File: config.mk
export PLATFORM = sky130hd
export DESIGN_NAME = aoe_request_classifier_top
export DESIGN_NICKNAME = d
export VERILOG_FILES = /design/src/rtl/aoe_rc_pkg.sv /design/src/rtl/aoe_request_classifier_top.sv
export SDC_FILE = /design/constraint.sdc
export NUM_CORES = 2
export LEC_CHECK = 0
export BUFFER_PORTS_ARGS = -buffer_cell sky130_fd_sc_hd__buf_2
export CAP_MARGIN = 20
export CELL_PAD_IN_SITES_DETAIL_PLACEMENT = 0
export CELL_PAD_IN_SITES_GLOBAL_PLACEMENT = 1
export CORE_MARGIN = 5
export CORE_UTILIZATION = 45
export CTS_BUF_LIST = sky130_fd_sc_hd__clkbuf_2
export DETAILED_ROUTE_END_ITERATION = 7
export GPL_TIMING_DRIVEN = 0
export PLACE_DENSITY_LB_ADDON = 0.1
export SLEW_MARGIN = 20
export SYNTH_ARGS = -nofsm -noshare
export SYNTH_HDL_FRONTEND = slang
export SYNTH_SLANG_ARGS = --single-unit
File: constraint.sdc
create_clock -name clock -period 15.1 [get_ports clock]
set_input_delay 1.51 -clock clock [delete_from_list [all_inputs] [get_ports clock]]
set_output_delay 1.51 -clock clock [all_outputs]
set_load 0.02 [all_outputs]
File: src/rtl/aoe_rc_pkg.sv
// aoe_rc_pkg: widths, codes and table sizing for the request classifier
// no dependencies; imported by aoe_request_classifier_top

package aoe_rc_pkg;

   // device table sizing
   localparam int MAX_DEVICES = 64;
   localparam int IDX_W       = (MAX_DEVICES > 1) ? $clog2(MAX_DEVICES) : 1;
   localparam int CNT_W       = $clog2(MAX_DEVICES + 1);

   // field widths
   localparam int ENTRY_W     = 6;
   localparam int ETYPE_W     = 16;
   localparam int VERSION_W   = 4;
   localparam int SHELF_W     = 16;
   localparam int SLOT_W      = 8;
   localparam int FLEN_W      = 14;
   localparam int OUTCOME_W   = 2;
   localparam int PKT_W       = 32;
   localparam int BYTE_W      = 48;
   localparam int DEVCOUNT_W  = 7;
   localparam int CSR_IDX_W   = 2;
   localparam int CSR_DATA_W  = 16;

   // request commands
   localparam logic CMD_WRITE  = 1'b0;
   localparam logic CMD_HEADER = 1'b1;

   // result outcomes
   localparam logic [OUTCOME_W-1:0] OUTCOME_DISPATCH = 2'd0;
   localparam logic [OUTCOME_W-1:0] OUTCOME_IGNORED  = 2'd1;
   localparam logic [OUTCOME_W-1:0] OUTCOME_WRITTEN  = 2'd2;

   // register indexes
   localparam logic [CSR_IDX_W-1:0] CSR_DEVICE_COUNT = 2'd0;
   localparam logic [CSR_IDX_W-1:0] CSR_FRAME_TYPE   = 2'd1;
   localparam logic [CSR_IDX_W-1:0] CSR_VERSION      = 2'd2;

   // reset values and broadcast addresses
   localparam logic [ETYPE_W-1:0]   FRAME_TYPE_RESET = 16'h88a2;
   localparam logic [VERSION_W-1:0] VERSION_RESET    = 4'd1;
   localparam logic [SHELF_W-1:0]   SHELF_BROADCAST  = 16'hffff;
   localparam logic [SLOT_W-1:0]    SLOT_BROADCAST   = 8'hff;

   // one device table entry
   typedef struct packed {
      logic [SHELF_W-1:0] shelf;
      logic [SLOT_W-1:0]  slot;
   } entry_type;

endpackage

File: src/rtl/aoe_request_classifier_top.sv
// aoe_request_classifier_top: device table, counters and dispatch sequencer
// depends on aoe_rc_pkg

// A request either writes one (shelf, slot) entry of the device table or
// classifies one received header. A table write, or a header that is ignored
// on ether type, version or response flag, goes from acceptance straight to
// the emit state and from there into the output register. A unicast header
// runs a binary search over the table held in one synchronous RAM, one probe
// per cycle, before the emit state. A broadcast header scans every valid entry
// (device_count clipped to 64), one RAM read per cycle while the result side
// does not stall.
// The next request is taken once the current one has queued its last result;
// a finished result waits in the output register meanwhile. All results of
// one header carry the counter values after that header. No clearing pass:
// table entries read before they are written return unknown data.

module aoe_request_classifier_top (
   input  logic                                 clock,
   input  logic                                 reset,
   // request channel
   input  logic                                 req_valid,
   output logic                                 req_stall,
   input  logic                                 req_cmd,
   input  logic [aoe_rc_pkg::ENTRY_W-1:0]       req_entry_index,
   input  logic [aoe_rc_pkg::ETYPE_W-1:0]       req_frame_type,
   input  logic [aoe_rc_pkg::VERSION_W-1:0]     req_version,
   input  logic                                 req_resp_flag,
   input  logic [aoe_rc_pkg::SHELF_W-1:0]       req_shelf,
   input  logic [aoe_rc_pkg::SLOT_W-1:0]        req_slot,
   input  logic [aoe_rc_pkg::FLEN_W-1:0]        req_frame_length,
   // result channel
   output logic                                 rsp_valid,
   input  logic                                 rsp_stall,
   output logic [aoe_rc_pkg::OUTCOME_W-1:0]     rsp_outcome,
   output logic [aoe_rc_pkg::ENTRY_W-1:0]       rsp_device_index,
   output logic                                 rsp_last,
   output logic [aoe_rc_pkg::PKT_W-1:0]         rsp_rx_packets,
   output logic [aoe_rc_pkg::BYTE_W-1:0]        rsp_rx_octets,
   output logic [aoe_rc_pkg::PKT_W-1:0]         rsp_ignored_packets,
   output logic [aoe_rc_pkg::PKT_W-1:0]         rsp_broadcast_packets,
   // configuration port
   input  logic                                 csr_write,
   input  logic [aoe_rc_pkg::CSR_IDX_W-1:0]     csr_index,
   input  logic [aoe_rc_pkg::CSR_DATA_W-1:0]    csr_data
);

   import aoe_rc_pkg::*;

   typedef enum logic [1:0] {
      ST_IDLE,
      ST_SEARCH,
      ST_SCAN,
      ST_EMIT
   } state_type;

   // sequencer state
   state_type              state_ff, state_in;
   logic [CNT_W-1:0]       lo_ff, lo_in;
   logic [CNT_W-1:0]       hi_ff, hi_in;
   logic [IDX_W-1:0]       mid_ff, mid_in;
   logic [IDX_W-1:0]       scan_ff, scan_in;
   logic                   have_pend_ff, have_pend_in;
   logic [OUTCOME_W-1:0]   pend_outcome_ff, pend_outcome_in;
   logic [IDX_W-1:0]       pend_index_ff, pend_index_in;
   logic [SHELF_W-1:0]     key_shelf_ff, key_shelf_in;
   logic [SLOT_W-1:0]      key_slot_ff, key_slot_in;

   // configuration registers
   logic [DEVCOUNT_W-1:0]  dev_count_ff, dev_count_in;
   logic [ETYPE_W-1:0]     frame_type_ff, frame_type_in;
   logic [VERSION_W-1:0]   version_ff, version_in;

   // counters
   logic [PKT_W-1:0]       pkt_cnt_ff, pkt_cnt_in;
   logic [BYTE_W-1:0]      byte_cnt_ff, byte_cnt_in;
   logic [PKT_W-1:0]       ign_cnt_ff, ign_cnt_in;
   logic [PKT_W-1:0]       bc_cnt_ff, bc_cnt_in;

   // output register
   logic                   rsp_valid_ff, rsp_valid_in;
   logic [OUTCOME_W-1:0]   rsp_outcome_ff, rsp_outcome_in;
   logic [ENTRY_W-1:0]     rsp_index_ff, rsp_index_in;
   logic                   rsp_last_ff, rsp_last_in;
   logic [PKT_W-1:0]       rsp_pkt_ff, rsp_pkt_in;
   logic [BYTE_W-1:0]      rsp_byte_ff, rsp_byte_in;
   logic [PKT_W-1:0]       rsp_ign_ff, rsp_ign_in;
   logic [PKT_W-1:0]       rsp_bc_ff, rsp_bc_in;

   // device table ram
   entry_type              table_mem [MAX_DEVICES];
   entry_type              rd_data_ff;
   logic [IDX_W-1:0]       rd_addr;
   logic                   wr_en;

   // working signals
   logic                   accept;
   logic                   can_emit;
   logic [CNT_W-1:0]       n_valid;
   logic                   hdr_bad;
   logic                   hdr_bcast;
   logic                   entry_oob;
   logic                   rd_less;
   logic                   rd_greater;
   logic                   rd_hit;
   logic [CNT_W-1:0]       srch_lo;
   logic [CNT_W-1:0]       srch_hi;
   logic [CNT_W:0]         srch_sum;
   logic [CNT_W-1:0]       scan_next;
   logic                   scan_end;

   assign req_stall = (state_ff != ST_IDLE);
   assign accept    = req_valid && !req_stall;
   assign can_emit  = !rsp_valid_ff || !rsp_stall;

   // valid entries, clipped to the table depth
   assign n_valid = (dev_count_ff > DEVCOUNT_W'(MAX_DEVICES)) ? CNT_W'(MAX_DEVICES)
                                                              : CNT_W'(dev_count_ff);

   // header checks on the incoming request
   assign hdr_bad   = (req_frame_type != frame_type_ff) || (req_version != version_ff)
                      || req_resp_flag;
   assign hdr_bcast = (req_shelf == SHELF_BROADCAST) || (req_slot == SLOT_BROADCAST);
   assign entry_oob = (CNT_W'(req_entry_index) >= CNT_W'(MAX_DEVICES));
   assign wr_en     = accept && (req_cmd == CMD_WRITE) && !entry_oob;

   // compare of the entry read in the previous cycle
   assign rd_less    = (rd_data_ff.shelf < key_shelf_ff) ||
                       ((rd_data_ff.shelf == key_shelf_ff) && (rd_data_ff.slot < key_slot_ff));
   assign rd_greater = (rd_data_ff.shelf > key_shelf_ff) ||
                       ((rd_data_ff.shelf == key_shelf_ff) && (rd_data_ff.slot > key_slot_ff));
   assign rd_hit     = ((key_shelf_ff == SHELF_BROADCAST) || (rd_data_ff.shelf == key_shelf_ff))
                       && ((key_slot_ff == SLOT_BROADCAST) || (rd_data_ff.slot == key_slot_ff));

   // next search window and probe
   assign srch_lo  = rd_less ? (CNT_W'(mid_ff) + CNT_W'(1)) : lo_ff;
   assign srch_hi  = (!rd_less && rd_greater) ? CNT_W'(mid_ff) : hi_ff;
   assign srch_sum = {1'b0, srch_lo} + {1'b0, srch_hi};

   // scan position
   assign scan_next = CNT_W'(scan_ff) + CNT_W'(1);
   assign scan_end  = (scan_next == n_valid);

   // next-state and datapath logic
   always_comb begin
      state_in        = state_ff;
      lo_in           = lo_ff;
      hi_in           = hi_ff;
      mid_in          = mid_ff;
      scan_in         = scan_ff;
      have_pend_in    = have_pend_ff;
      pend_outcome_in = pend_outcome_ff;
      pend_index_in   = pend_index_ff;
      key_shelf_in    = key_shelf_ff;
      key_slot_in     = key_slot_ff;
      dev_count_in    = dev_count_ff;
      frame_type_in   = frame_type_ff;
      version_in      = version_ff;
      pkt_cnt_in      = pkt_cnt_ff;
      byte_cnt_in     = byte_cnt_ff;
      ign_cnt_in      = ign_cnt_ff;
      bc_cnt_in       = bc_cnt_ff;
      rsp_valid_in    = rsp_valid_ff && rsp_stall;
      rsp_outcome_in  = rsp_outcome_ff;
      rsp_index_in    = rsp_index_ff;
      rsp_last_in     = rsp_last_ff;
      rsp_pkt_in      = rsp_pkt_ff;
      rsp_byte_in     = rsp_byte_ff;
      rsp_ign_in      = rsp_ign_ff;
      rsp_bc_in       = rsp_bc_ff;
      rd_addr         = scan_ff;

      // configuration writes
      if (csr_write) begin
         unique case (csr_index)
            CSR_DEVICE_COUNT: dev_count_in  = csr_data[DEVCOUNT_W-1:0];
            CSR_FRAME_TYPE:   frame_type_in = csr_data[ETYPE_W-1:0];
            CSR_VERSION:      version_in    = csr_data[VERSION_W-1:0];
            default: ;
         endcase
      end

      unique case (state_ff)
         ST_IDLE: begin
            rd_addr = '0;
            if (accept) begin
               key_shelf_in = req_shelf;
               key_slot_in  = req_slot;
               have_pend_in = 1'b0;
               state_in     = ST_EMIT;
               if (req_cmd == CMD_WRITE) begin
                  pend_outcome_in = entry_oob ? OUTCOME_IGNORED : OUTCOME_WRITTEN;
                  pend_index_in   = entry_oob ? '0 : req_entry_index[IDX_W-1:0];
               end else begin
                  pkt_cnt_in      = pkt_cnt_ff + PKT_W'(1);
                  byte_cnt_in     = byte_cnt_ff + BYTE_W'(req_frame_length);
                  pend_outcome_in = OUTCOME_IGNORED;
                  pend_index_in   = '0;
                  if (hdr_bad || (n_valid == '0)) begin
                     ign_cnt_in = ign_cnt_ff + PKT_W'(1);
                  end else if (hdr_bcast) begin
                     scan_in  = '0;
                     state_in = ST_SCAN;
                  end else begin
                     lo_in    = '0;
                     hi_in    = n_valid;
                     mid_in   = IDX_W'(n_valid >> 1);
                     rd_addr  = IDX_W'(n_valid >> 1);
                     state_in = ST_SEARCH;
                  end
               end
            end
         end

         // one binary search probe per cycle
         ST_SEARCH: begin
            if (!rd_less && !rd_greater) begin
               pend_outcome_in = OUTCOME_DISPATCH;
               pend_index_in   = mid_ff;
               state_in        = ST_EMIT;
            end else if (srch_lo < srch_hi) begin
               lo_in   = srch_lo;
               hi_in   = srch_hi;
               mid_in  = srch_sum[IDX_W:1];
               rd_addr = srch_sum[IDX_W:1];
            end else begin
               ign_cnt_in = ign_cnt_ff + PKT_W'(1);
               state_in   = ST_EMIT;
            end
         end

         // broadcast scan, one hit held back so the final one carries last
         ST_SCAN: begin
            if (rd_hit && have_pend_ff && !can_emit) begin
               rd_addr = scan_ff;
            end else begin
               if (rd_hit) begin
                  if (have_pend_ff) begin
                     rsp_valid_in   = 1'b1;
                     rsp_outcome_in = OUTCOME_DISPATCH;
                     rsp_index_in   = ENTRY_W'(pend_index_ff);
                     rsp_last_in    = 1'b0;
                     rsp_pkt_in     = pkt_cnt_ff;
                     rsp_byte_in    = byte_cnt_ff;
                     rsp_ign_in     = ign_cnt_ff;
                     rsp_bc_in      = bc_cnt_ff;
                  end else begin
                     bc_cnt_in = bc_cnt_ff + PKT_W'(1);
                  end
                  have_pend_in    = 1'b1;
                  pend_outcome_in = OUTCOME_DISPATCH;
                  pend_index_in   = scan_ff;
               end
               if (scan_end) begin
                  have_pend_in = 1'b0;
                  state_in     = ST_EMIT;
                  if (!rd_hit && !have_pend_ff) begin
                     ign_cnt_in      = ign_cnt_ff + PKT_W'(1);
                     pend_outcome_in = OUTCOME_IGNORED;
                     pend_index_in   = '0;
                  end
               end else begin
                  scan_in = IDX_W'(scan_next);
                  rd_addr = IDX_W'(scan_next);
               end
            end
         end

         // final result of the request
         ST_EMIT: begin
            if (can_emit) begin
               rsp_valid_in   = 1'b1;
               rsp_outcome_in = pend_outcome_ff;
               rsp_index_in   = ENTRY_W'(pend_index_ff);
               rsp_last_in    = 1'b1;
               rsp_pkt_in     = pkt_cnt_ff;
               rsp_byte_in    = byte_cnt_ff;
               rsp_ign_in     = ign_cnt_ff;
               rsp_bc_in      = bc_cnt_ff;
               state_in       = ST_IDLE;
            end
         end

         default: state_in = ST_IDLE;
      endcase
   end

   // state and registered outputs
   always_ff @(posedge clock) begin
      if (reset) begin
         state_ff      <= ST_IDLE;
         have_pend_ff  <= 1'b0;
         rsp_valid_ff  <= 1'b0;
         dev_count_ff  <= '0;
         frame_type_ff <= FRAME_TYPE_RESET;
         version_ff    <= VERSION_RESET;
         pkt_cnt_ff    <= '0;
         byte_cnt_ff   <= '0;
         ign_cnt_ff    <= '0;
         bc_cnt_ff     <= '0;
         lo_ff         <= '0;
         hi_ff         <= '0;
         mid_ff        <= '0;
      end else begin
         state_ff      <= state_in;
         have_pend_ff  <= have_pend_in;
         rsp_valid_ff  <= rsp_valid_in;
         dev_count_ff  <= dev_count_in;
         frame_type_ff <= frame_type_in;
         version_ff    <= version_in;
         pkt_cnt_ff    <= pkt_cnt_in;
         byte_cnt_ff   <= byte_cnt_in;
         ign_cnt_ff    <= ign_cnt_in;
         bc_cnt_ff     <= bc_cnt_in;
         lo_ff         <= lo_in;
         hi_ff         <= hi_in;
         mid_ff        <= mid_in;
      end
      scan_ff         <= scan_in;
      pend_outcome_ff <= pend_outcome_in;
      pend_index_ff   <= pend_index_in;
      key_shelf_ff    <= key_shelf_in;
      key_slot_ff     <= key_slot_in;
      rsp_outcome_ff  <= rsp_outcome_in;
      rsp_index_ff    <= rsp_index_in;
      rsp_last_ff     <= rsp_last_in;
      rsp_pkt_ff      <= rsp_pkt_in;
      rsp_byte_ff     <= rsp_byte_in;
      rsp_ign_ff      <= rsp_ign_in;
      rsp_bc_ff       <= rsp_bc_in;
   end

   // device table: one write port, one registered read port
   always_ff @(posedge clock) begin
      if (wr_en) begin
         table_mem[req_entry_index[IDX_W-1:0]] <= '{shelf: req_shelf, slot: req_slot};
      end
      rd_data_ff <= table_mem[rd_addr];
   end

   assign rsp_valid             = rsp_valid_ff;
   assign rsp_outcome           = rsp_outcome_ff;
   assign rsp_device_index      = rsp_index_ff;
   assign rsp_last              = rsp_last_ff;
   assign rsp_rx_packets        = rsp_pkt_ff;
   assign rsp_rx_octets         = rsp_byte_ff;
   assign rsp_ignored_packets   = rsp_ign_ff;
   assign rsp_broadcast_packets = rsp_bc_ff;

   // search window stays non-empty and the probe lies inside it
   a_search_window: assert property (@(posedge clock) disable iff (reset)
      (state_ff == ST_SEARCH) |-> ((lo_ff < hi_ff) && (CNT_W'(mid_ff) >= lo_ff)
                                   && (CNT_W'(mid_ff) < hi_ff)))
      else $error("search probe outside window");

   // only broadcast dispatches are followed by further results
   a_nonlast_dispatch: assert property (@(posedge clock) disable iff (reset)
      (rsp_valid_ff && !rsp_last_ff) |-> (rsp_outcome_ff == OUTCOME_DISPATCH))
      else $error("non-final result that is not a dispatch");

   // a held-back hit never survives past the scan
   a_pend_scoped: assert property (@(posedge clock) disable iff (reset)
      (state_ff != ST_SCAN) |-> !have_pend_ff)
      else $error("pending hit outside broadcast scan");

   // a new result is loaded only when the output register has room
   a_no_overwrite: assert property (@(posedge clock) disable iff (reset)
      (rsp_valid_ff && rsp_stall && (state_ff == ST_EMIT)) |=> (state_ff == ST_EMIT))
      else $error("final result left while output was stalled");

endmodule
# Word level (Yosys, flattened, before mapping)

Memories as Yosys holds them, arrays and structs flattened. A register that Yosys moved wholly into a read port is not among the register bits.
Cells that the tools add are included.

Add/subtract/negate cells: 7
Magnitude comparators: 6
Eq/ne operators: 32
Multiplexer cells: 120
Bitwise logic cells: 3
Reductions and logical operators: 49

Operators by type and width:

| kind                                           | number |
|---|---|
| two-way mux 32 bit                             | 20 |
| two-way mux 48 bit                             | 4 |
| one-hot mux 32 bit (2 select lines)            | 3 |
| two-way mux 6 bit                              | 29 |
| two-way mux 7 bit                              | 15 |
| adder 32 x 1 -> 32 bit (second input constant) | 3 |
| one-hot mux 32 bit (3 select lines)            | 1 |
| one-hot mux 48 bit (2 select lines)            | 1 |
| adder 48 x 14 -> 48 bit                        | 1 |
| two-way mux 2 bit                              | 20 |
| one-hot mux 6 bit (2 select lines)             | 3 |
| one-hot mux 6 bit (3 select lines)             | 2 |
| equality test 16 bit (second input constant)   | 2 |
| != test 2 bit (second input constant)          | 16 |
| one-hot mux 7 bit (2 select lines)             | 2 |
| equality test 16 bit                           | 1 |
| equality test 8 bit (second input constant)    | 2 |
| > comparator 16 bit                            | 1 |
| < comparator 16 bit                            | 1 |
| != test 16 bit                                 | 1 |
| AND reduction 5 bit                            | 3 |
| adder 6 x 1 -> 7 bit (second input constant)   | 2 |
| two-way mux 1 bit                              | 14 |
| AND reduction 4 bit                            | 3 |
| 27 further kinds                               | 67 |

Register bits after elaboration: 386
Bits in writable memories: 1536
Input port bits: 89
Output and inout port bits: 155
Logic and storage cells: 243
Memories kept: 1

Memories:

| memory    | depth | bits a word | read ports | clocked after Yosys merged registers in | write ports | RTL line                         | source |
|---|---|---|---|---|---|---|---|
| table_mem | 64    | 24          | 1          | 1                                       | 1           | aoe_request_classifier_top.sv:90 | `entry_type table_mem [MAX_DEVICES];` |

# Logic depth before layout (Yosys ltp)

Word-level depth: 10
Mapped depth: 29
Mapped depth without buffers: 23

# Worst setup path before layout

Ideal clock, no wire load.

Kind: reg2reg
Start: register key_shelf_ff[14]
End: register rsp_bc_ff[0] (netlist: rsp_broadcast_packets[0]) (enable)
Setup time: 717 ps
Arrival time: 9232 ps
Data required time: 14383 ps
Setup slack: 5151 ps
Stages on the path, launching flop included: 9
Buffers on the path: 1
Period minus slack after synthesis: 9949 ps
Cells stage by stage: edfxtp_1 inv_1 ha_1 nand4_2 nor4_4 o22a_1 buf_1 nand3_1 a21oi_1

Word-level cells in the longest chain between the ends: 7
Elaborated cells on any way between the ends: 9
Classes of those cells: 4 x eq/ne; 5 x reduce/logical

RTL lines:

| what                                   | RTL line                          | source |
|---|---|---|
| from (decl)                            | aoe_request_classifier_top.sv:65  | `logic [SHELF_W-1:0] key_shelf_ff, key_shelf_in;` |
| from (signal assigned)                 | aoe_request_classifier_top.sv:321 | `key_shelf_ff <= key_shelf_in;` |
| equality test 16 bit                   | aoe_request_classifier_top.sv:131 | `assign rd_hit = ((key_shelf_ff == SHELF_BROADCAST) \|\| (rd_data_ff.shelf == key_shelf_ff))` |
| logical OR 1 bit *                     | aoe_request_classifier_top.sv:131 |  |
| logical AND 1 bit *                    | aoe_request_classifier_top.sv:132 | `&& ((key_slot_ff == SLOT_BROADCAST) \|\| (rd_data_ff.slot == key_slot_ff));` |
| logical AND 1 bit (2 in series)        | aoe_request_classifier_top.sv:233 | `if (rd_hit && have_pend_ff && !can_emit) begin` |
| != test 2 bit (no source line)         | --                                |  |
| AND reduction 5 bit (no source line) * | --                                |  |
| to (signal assigned)                   | aoe_request_classifier_top.sv:329 | `rsp_bc_ff <= rsp_bc_in;` |
| to (decl)                              | aoe_request_classifier_top.sv:87  | `logic [PKT_W-1:0] rsp_bc_ff, rsp_bc_in;` |

Every way passes the cells marked *; elsewhere a longest branch is shown, timed or not.
A chain may end at the register's enable or synchronous reset.

# Worst setup path in the final report

Start: register key_shelf_ff[14]
End: register, netlist name rd_data_ff[6]

Word-level cells in the longest chain between the ends: 10
Elaborated cells on any way between the ends: 24
Classes of those cells: 1 x add/sub; 3 x order compare; 2 x eq/ne; 6 x mux; 12 x reduce/logical

RTL lines:

| what                                                                        | RTL line                          | source |
|---|---|---|
| parallel branches: the longest is 9 deep, another holds < comparator 16 bit | --                                |  |
| one-hot mux 6 bit (3 select lines) *                                        | aoe_request_classifier_top.sv:182 | `unique case (state_ff)` |

Every way passes the cells marked *.

==> results.md <==
Run status:
- The flow ran to the end, and the final reports show no timing, DRC or antenna violations.

Worst hold path:
- The path with the worst hold slack has its endpoint at byte_cnt_ff[2].
- The depth of the worst hold-timing path is 5.
- The worst hold path begins at req_frame_length[2].
- In this run the worst hold path is classified as input pin to flop.

Clock tree:
- The clock sink count is 1946.
- The H-tree generated during clock tree synthesis spans 6 levels.
- TritonCTS built the clock tree.
- Clock latency on the worst-skew pair, taken at its later pin, is 1.79 ns.
- Clock tree synthesis inserted a total of 534 buffers.
- The post-CTS setup repair buffer count is 0.
- In this run the deepest clock path goes through 4 buffers.
- The clock slew at the register clock pins of the worst setup and hold paths is 0.11 ns.
- The tree is rooted in a clkbuf_2.

Logic synthesis:
- The post-synthesis area per instance is 13.5 µm².
- Counting every instance in the synthesized netlist gives 5807.
- The share of synthesized registers carrying an async set or reset is 0%.
- The cell type with the highest aggregate area in the netlist is edfxtp_1.
- Yosys printed 0 warnings.
- Yosys mapped the design onto 86 distinct sky130hd cell types.
- The most used flip-flop cell after synthesis is edfxtp_1.
- The net count after synthesis is 5957.
- The fraction of synthesized cell area taken by the top area cell type is 66.1%.
- By area the synthesized netlist is led by edfxtp_1 66%, dfxtp_1 5.6%, nand2_1 5.5%.
- The post-synthesis instance area is 0.0785 mm².
- The total of flip-flops plus latches after synthesis is 1946.
- The sequential element share of the synthesized area is 71.7%.
- The number of synthesized flops with an enable pin is 1727.

Critical path:
- The logic depth of the worst register-to-register path is 23.
- The endpoint arrival time on the critical path is 11.89 ns.
- The critical path class is flop to flop.
- In this run the worst path has a maximum fanout of 10.
- The required time at the worst-slack endpoint is 16.56 ns.
- The worst setup path is captured at a flop.
- The kind of start point of the critical path is a flop.
- The launch instance of the worst register-to-register path is key_shelf_ff[14].
- The end of the worst register-to-register path is rd_data_ff[6].
- The minimum setup slack among reg-to-reg paths is 4.67 ns.

Die:
- From left edge to right edge, the die measures 428 µm.
- The core region is 0.174 mm².
- The initial standard-cell utilization of the core is 45.2%.
- The die is 428 µm tall.
- The number of placed I/O pins is 244.
- The floorplan has 153 rows.
- The area enclosed by the die boundary is 0.183 mm².

STA:
- At the pin with the least slew margin, the transition time is 1.28 ns.
- The fmax is 95.9 MHz.
- The fraction of the cycle the final worst path needs is 69.1%.
- Setup repair after global routing left no endpoint under its margin.
- The clock arrives with 0.140 ns of skew.
- The final setup violation count is 0.
- For the finished layout, the period the worst path requires is 10.43 ns.
- The accumulated negative setup slack is 0 ns.
- The number of hold violations in the final report came to 0.
- The relative slew slack is 14.1%.
- The post-route worst setup slack is 4.67 ns.
- The final number of max-transition violations was 0.

Global routing:
- The overall overflow remaining after global route is 0.
- The global-route wire length before repair is 358 mm.
- The via count of the first global-routing pass is 52300.
- Entering global routing, the biggest net connects 67 pins.
- The number of antenna violations at the first check in global routing was 13.
- The global-route usage over all layers is 27.1%.

Cells and area:
- In the final layout, flip-flops and latches occupy 0.0562 mm².
- The number of fill cells is 15400.
- The final layout net count is 6874.
- In the layout the commonest cells are 1727 x edfxtp_1, 1156 x nand2_1, 787 x clkbuf_2, 319 x nand3_1, 290 x buf_2.
- The post-route netlist has 19.1% of its cells at a drive strength greater than 1.
- The library cell used most frequently in the layout, excluding fill and tap cells, is edfxtp_1.
- The post-synthesis to final-layout area growth is 15.1%.
- Summing all multi-input logic gate instances after layout gives 0.0210 mm².

Place:
- The congestion estimate from routability-driven global placement came to 0.886.
- At the placement stage, the worst setup path has a slack of 5.02 ns.
- The HPWL after detailed placement is 176 mm.
- The count of buffers added on input and output ports is 238.

Power and ir drop:
- The ratio of total power to cell area is 181 mW/mm².
- In this run the static leakage power is 31.6 nW.
- IR analysis of the VDD net gives a maximum drop of 0.000115 V.

Job:
- Across the run, the number of max-cap violations was 0.

Route:
- The remaining design rule violation count is 0.
- The number of detailed-routing iterations run before antenna repair is 6.
- Detailed routing inserted a total of 53400 vias.
- The wire length per cell after detailed routing is 26.7 µm.
- The final layout contains routed wiring with a total length of 252 mm.
- The detailed router finished its first iteration with 5583 violations.
- The per-cell via count in the routed design is 5.67.
- Once detail routing completed, the nets flagged for antenna violations numbered 0.
worst max-delay path: stages (launching register included):
cell and delay (ns):
edfxtp_1 0.37, inv_1 0.08, ha_1 0.32, nand4_2 0.17, or2_2 0.34, a211oi_1 0.34, or3_1 0.33, clkbuf_1 0.34
nand2_1 0.21, nor2_1 0.65, mux2_2 0.44, ha_1 0.27, clkbuf_1 0.21, nor4b_1 0.42, a21bo_2 0.28, a31o_2 0.25
o211ai_1 0.84, o211a_1 0.40, clkbuf_1 0.87, clkbuf_1 0.81, clkbuf_1 0.53, a221oi_1 0.23, nor4_1 0.94, a311oi_1 0.41
registers in the layout (all words and copies together), names as in the netlist, 7 cells and up:
| register | count |
|---|---|
| frame_type_ff | 16 |
| key_slot_ff | 8 |
| byte_cnt_ff | 48 |
| pkt_cnt_ff | 32 |
| bc_cnt_ff | 32 |
| lo_ff | 7 |
| rsp_rx_packets | 32 |
| table_mem | 1536 |
| dev_count_ff | 7 |
| rsp_broadcast_packets | 32 |
| rd_data_ff | 24 |
| rsp_rx_octets | 48 |
| rsp_ignored_packets | 32 |
| ign_cnt_ff | 32 |
| key_shelf_ff | 16 |
| hi_ff | 7 |
report_power, final:
part           internal (mW)  total [mW]  switching (mW)  leakage (nW)
Clock                   1.47        3.65            2.18          3.56
Sequential              6.00        6.06          0.0648          17.5
Combinational           1.71        6.61            4.90          10.6
how the worst max path moves through the flow:
stage	slack [ns]	depth (start not counted)	endpoint	start
after floorplan	5.15	8	rsp_broadcast_packets[0]	key_shelf_ff[14]
after global placement	0.81	6	rsp_broadcast_packets[9]	key_shelf_ff[15]
after detailed placement	5.02	23	rd_data_ff[7]	key_shelf_ff[11]
after CTS	4.90	23	rd_data_ff[7]	key_shelf_ff[14]
after global routing	4.47	24	rd_data_ff[3]	key_shelf_ff[14]
final	4.67	23	rd_data_ff[6]	key_shelf_ff[14]
logic make-up (layout without fill, tap and decap cells):
family / after synthesis / in the layout / share of synthesized area, %
adders and majority gates: 61 / 61 / 0.992
other: 0 / 6 / 0
xor gates and xnor gates: 157 / 157 / 1.79
AOI/OAI and AO/OA: 876 / 876 / 8.31
DFF: 1946 / 1946 / 71.7
and+or+nand+nor: 2031 / 2031 / 11.2
buffers and inverters: 449 / 1724 / 2.34
muxes: 287 / 287 / 3.68
what timing repair did:
item                      in CTS  in global routing
hold endpoints to repair     473                  0
resized for setup              0                  0
hold buffers                  52                  0
final cells by class:
class                           count  area share (%)
Buffer                            366            1.69
Antenna cell                        6          0.0166
Inverter                           83           0.345
Multi-Input combinational cell   3412            23.3
Clock inverter                    108           0.636
Timing Repair Buffer              381            4.19
Sequential cell                  1946            62.3
Tap cell                         2325            3.22
Clock buffer                      786            4.36
synth_stat cells, types with 47 or more instances:
library cell,count
xor2_1,85
xnor2_1,70
ha_1,59
inv_1,83
buf_2,74
a311oi_1,69
edfxtp_1,1727
a32oi_1,143
a22oi_1,47
nand2_1,1156
nand3_1,319
mux2i_1,278
clkbuf_1,241
a211oi_1,84
nor2_1,272
a21oi_1,228
o21ai_0,66
and3_1,59
dfxtp_1,219
routing by layer:
layer / global-route usage, % / vias to the layer above / wire, µm
met4: 11.3 / 6 / 10000
met3: 5.67 / 401 / 20300
met2: 43.0 / 2398 / 116000
li1: - / 24000 / -
met1: 36.5 / 26500 / 105000
met5: 0 / - / 35
through the flow:
stage                     hold WS [ns]  instances  util, %  cell area (µm²)  total power, mW
final                            0.302       9413     52.0            90300             16.3
after floorplan                  0.406       5807        -            78500             9.63
after detailed placement         0.419       8461     49.1            85200             12.7
after CTS                     0.000928       9407     52.0            90300             16.3
after global routing            0.0966       9411     52.0            90300             17.0
after global placement           0.413       8370     47.6            82600             12.6
Power figures use the tool's default switching activity.
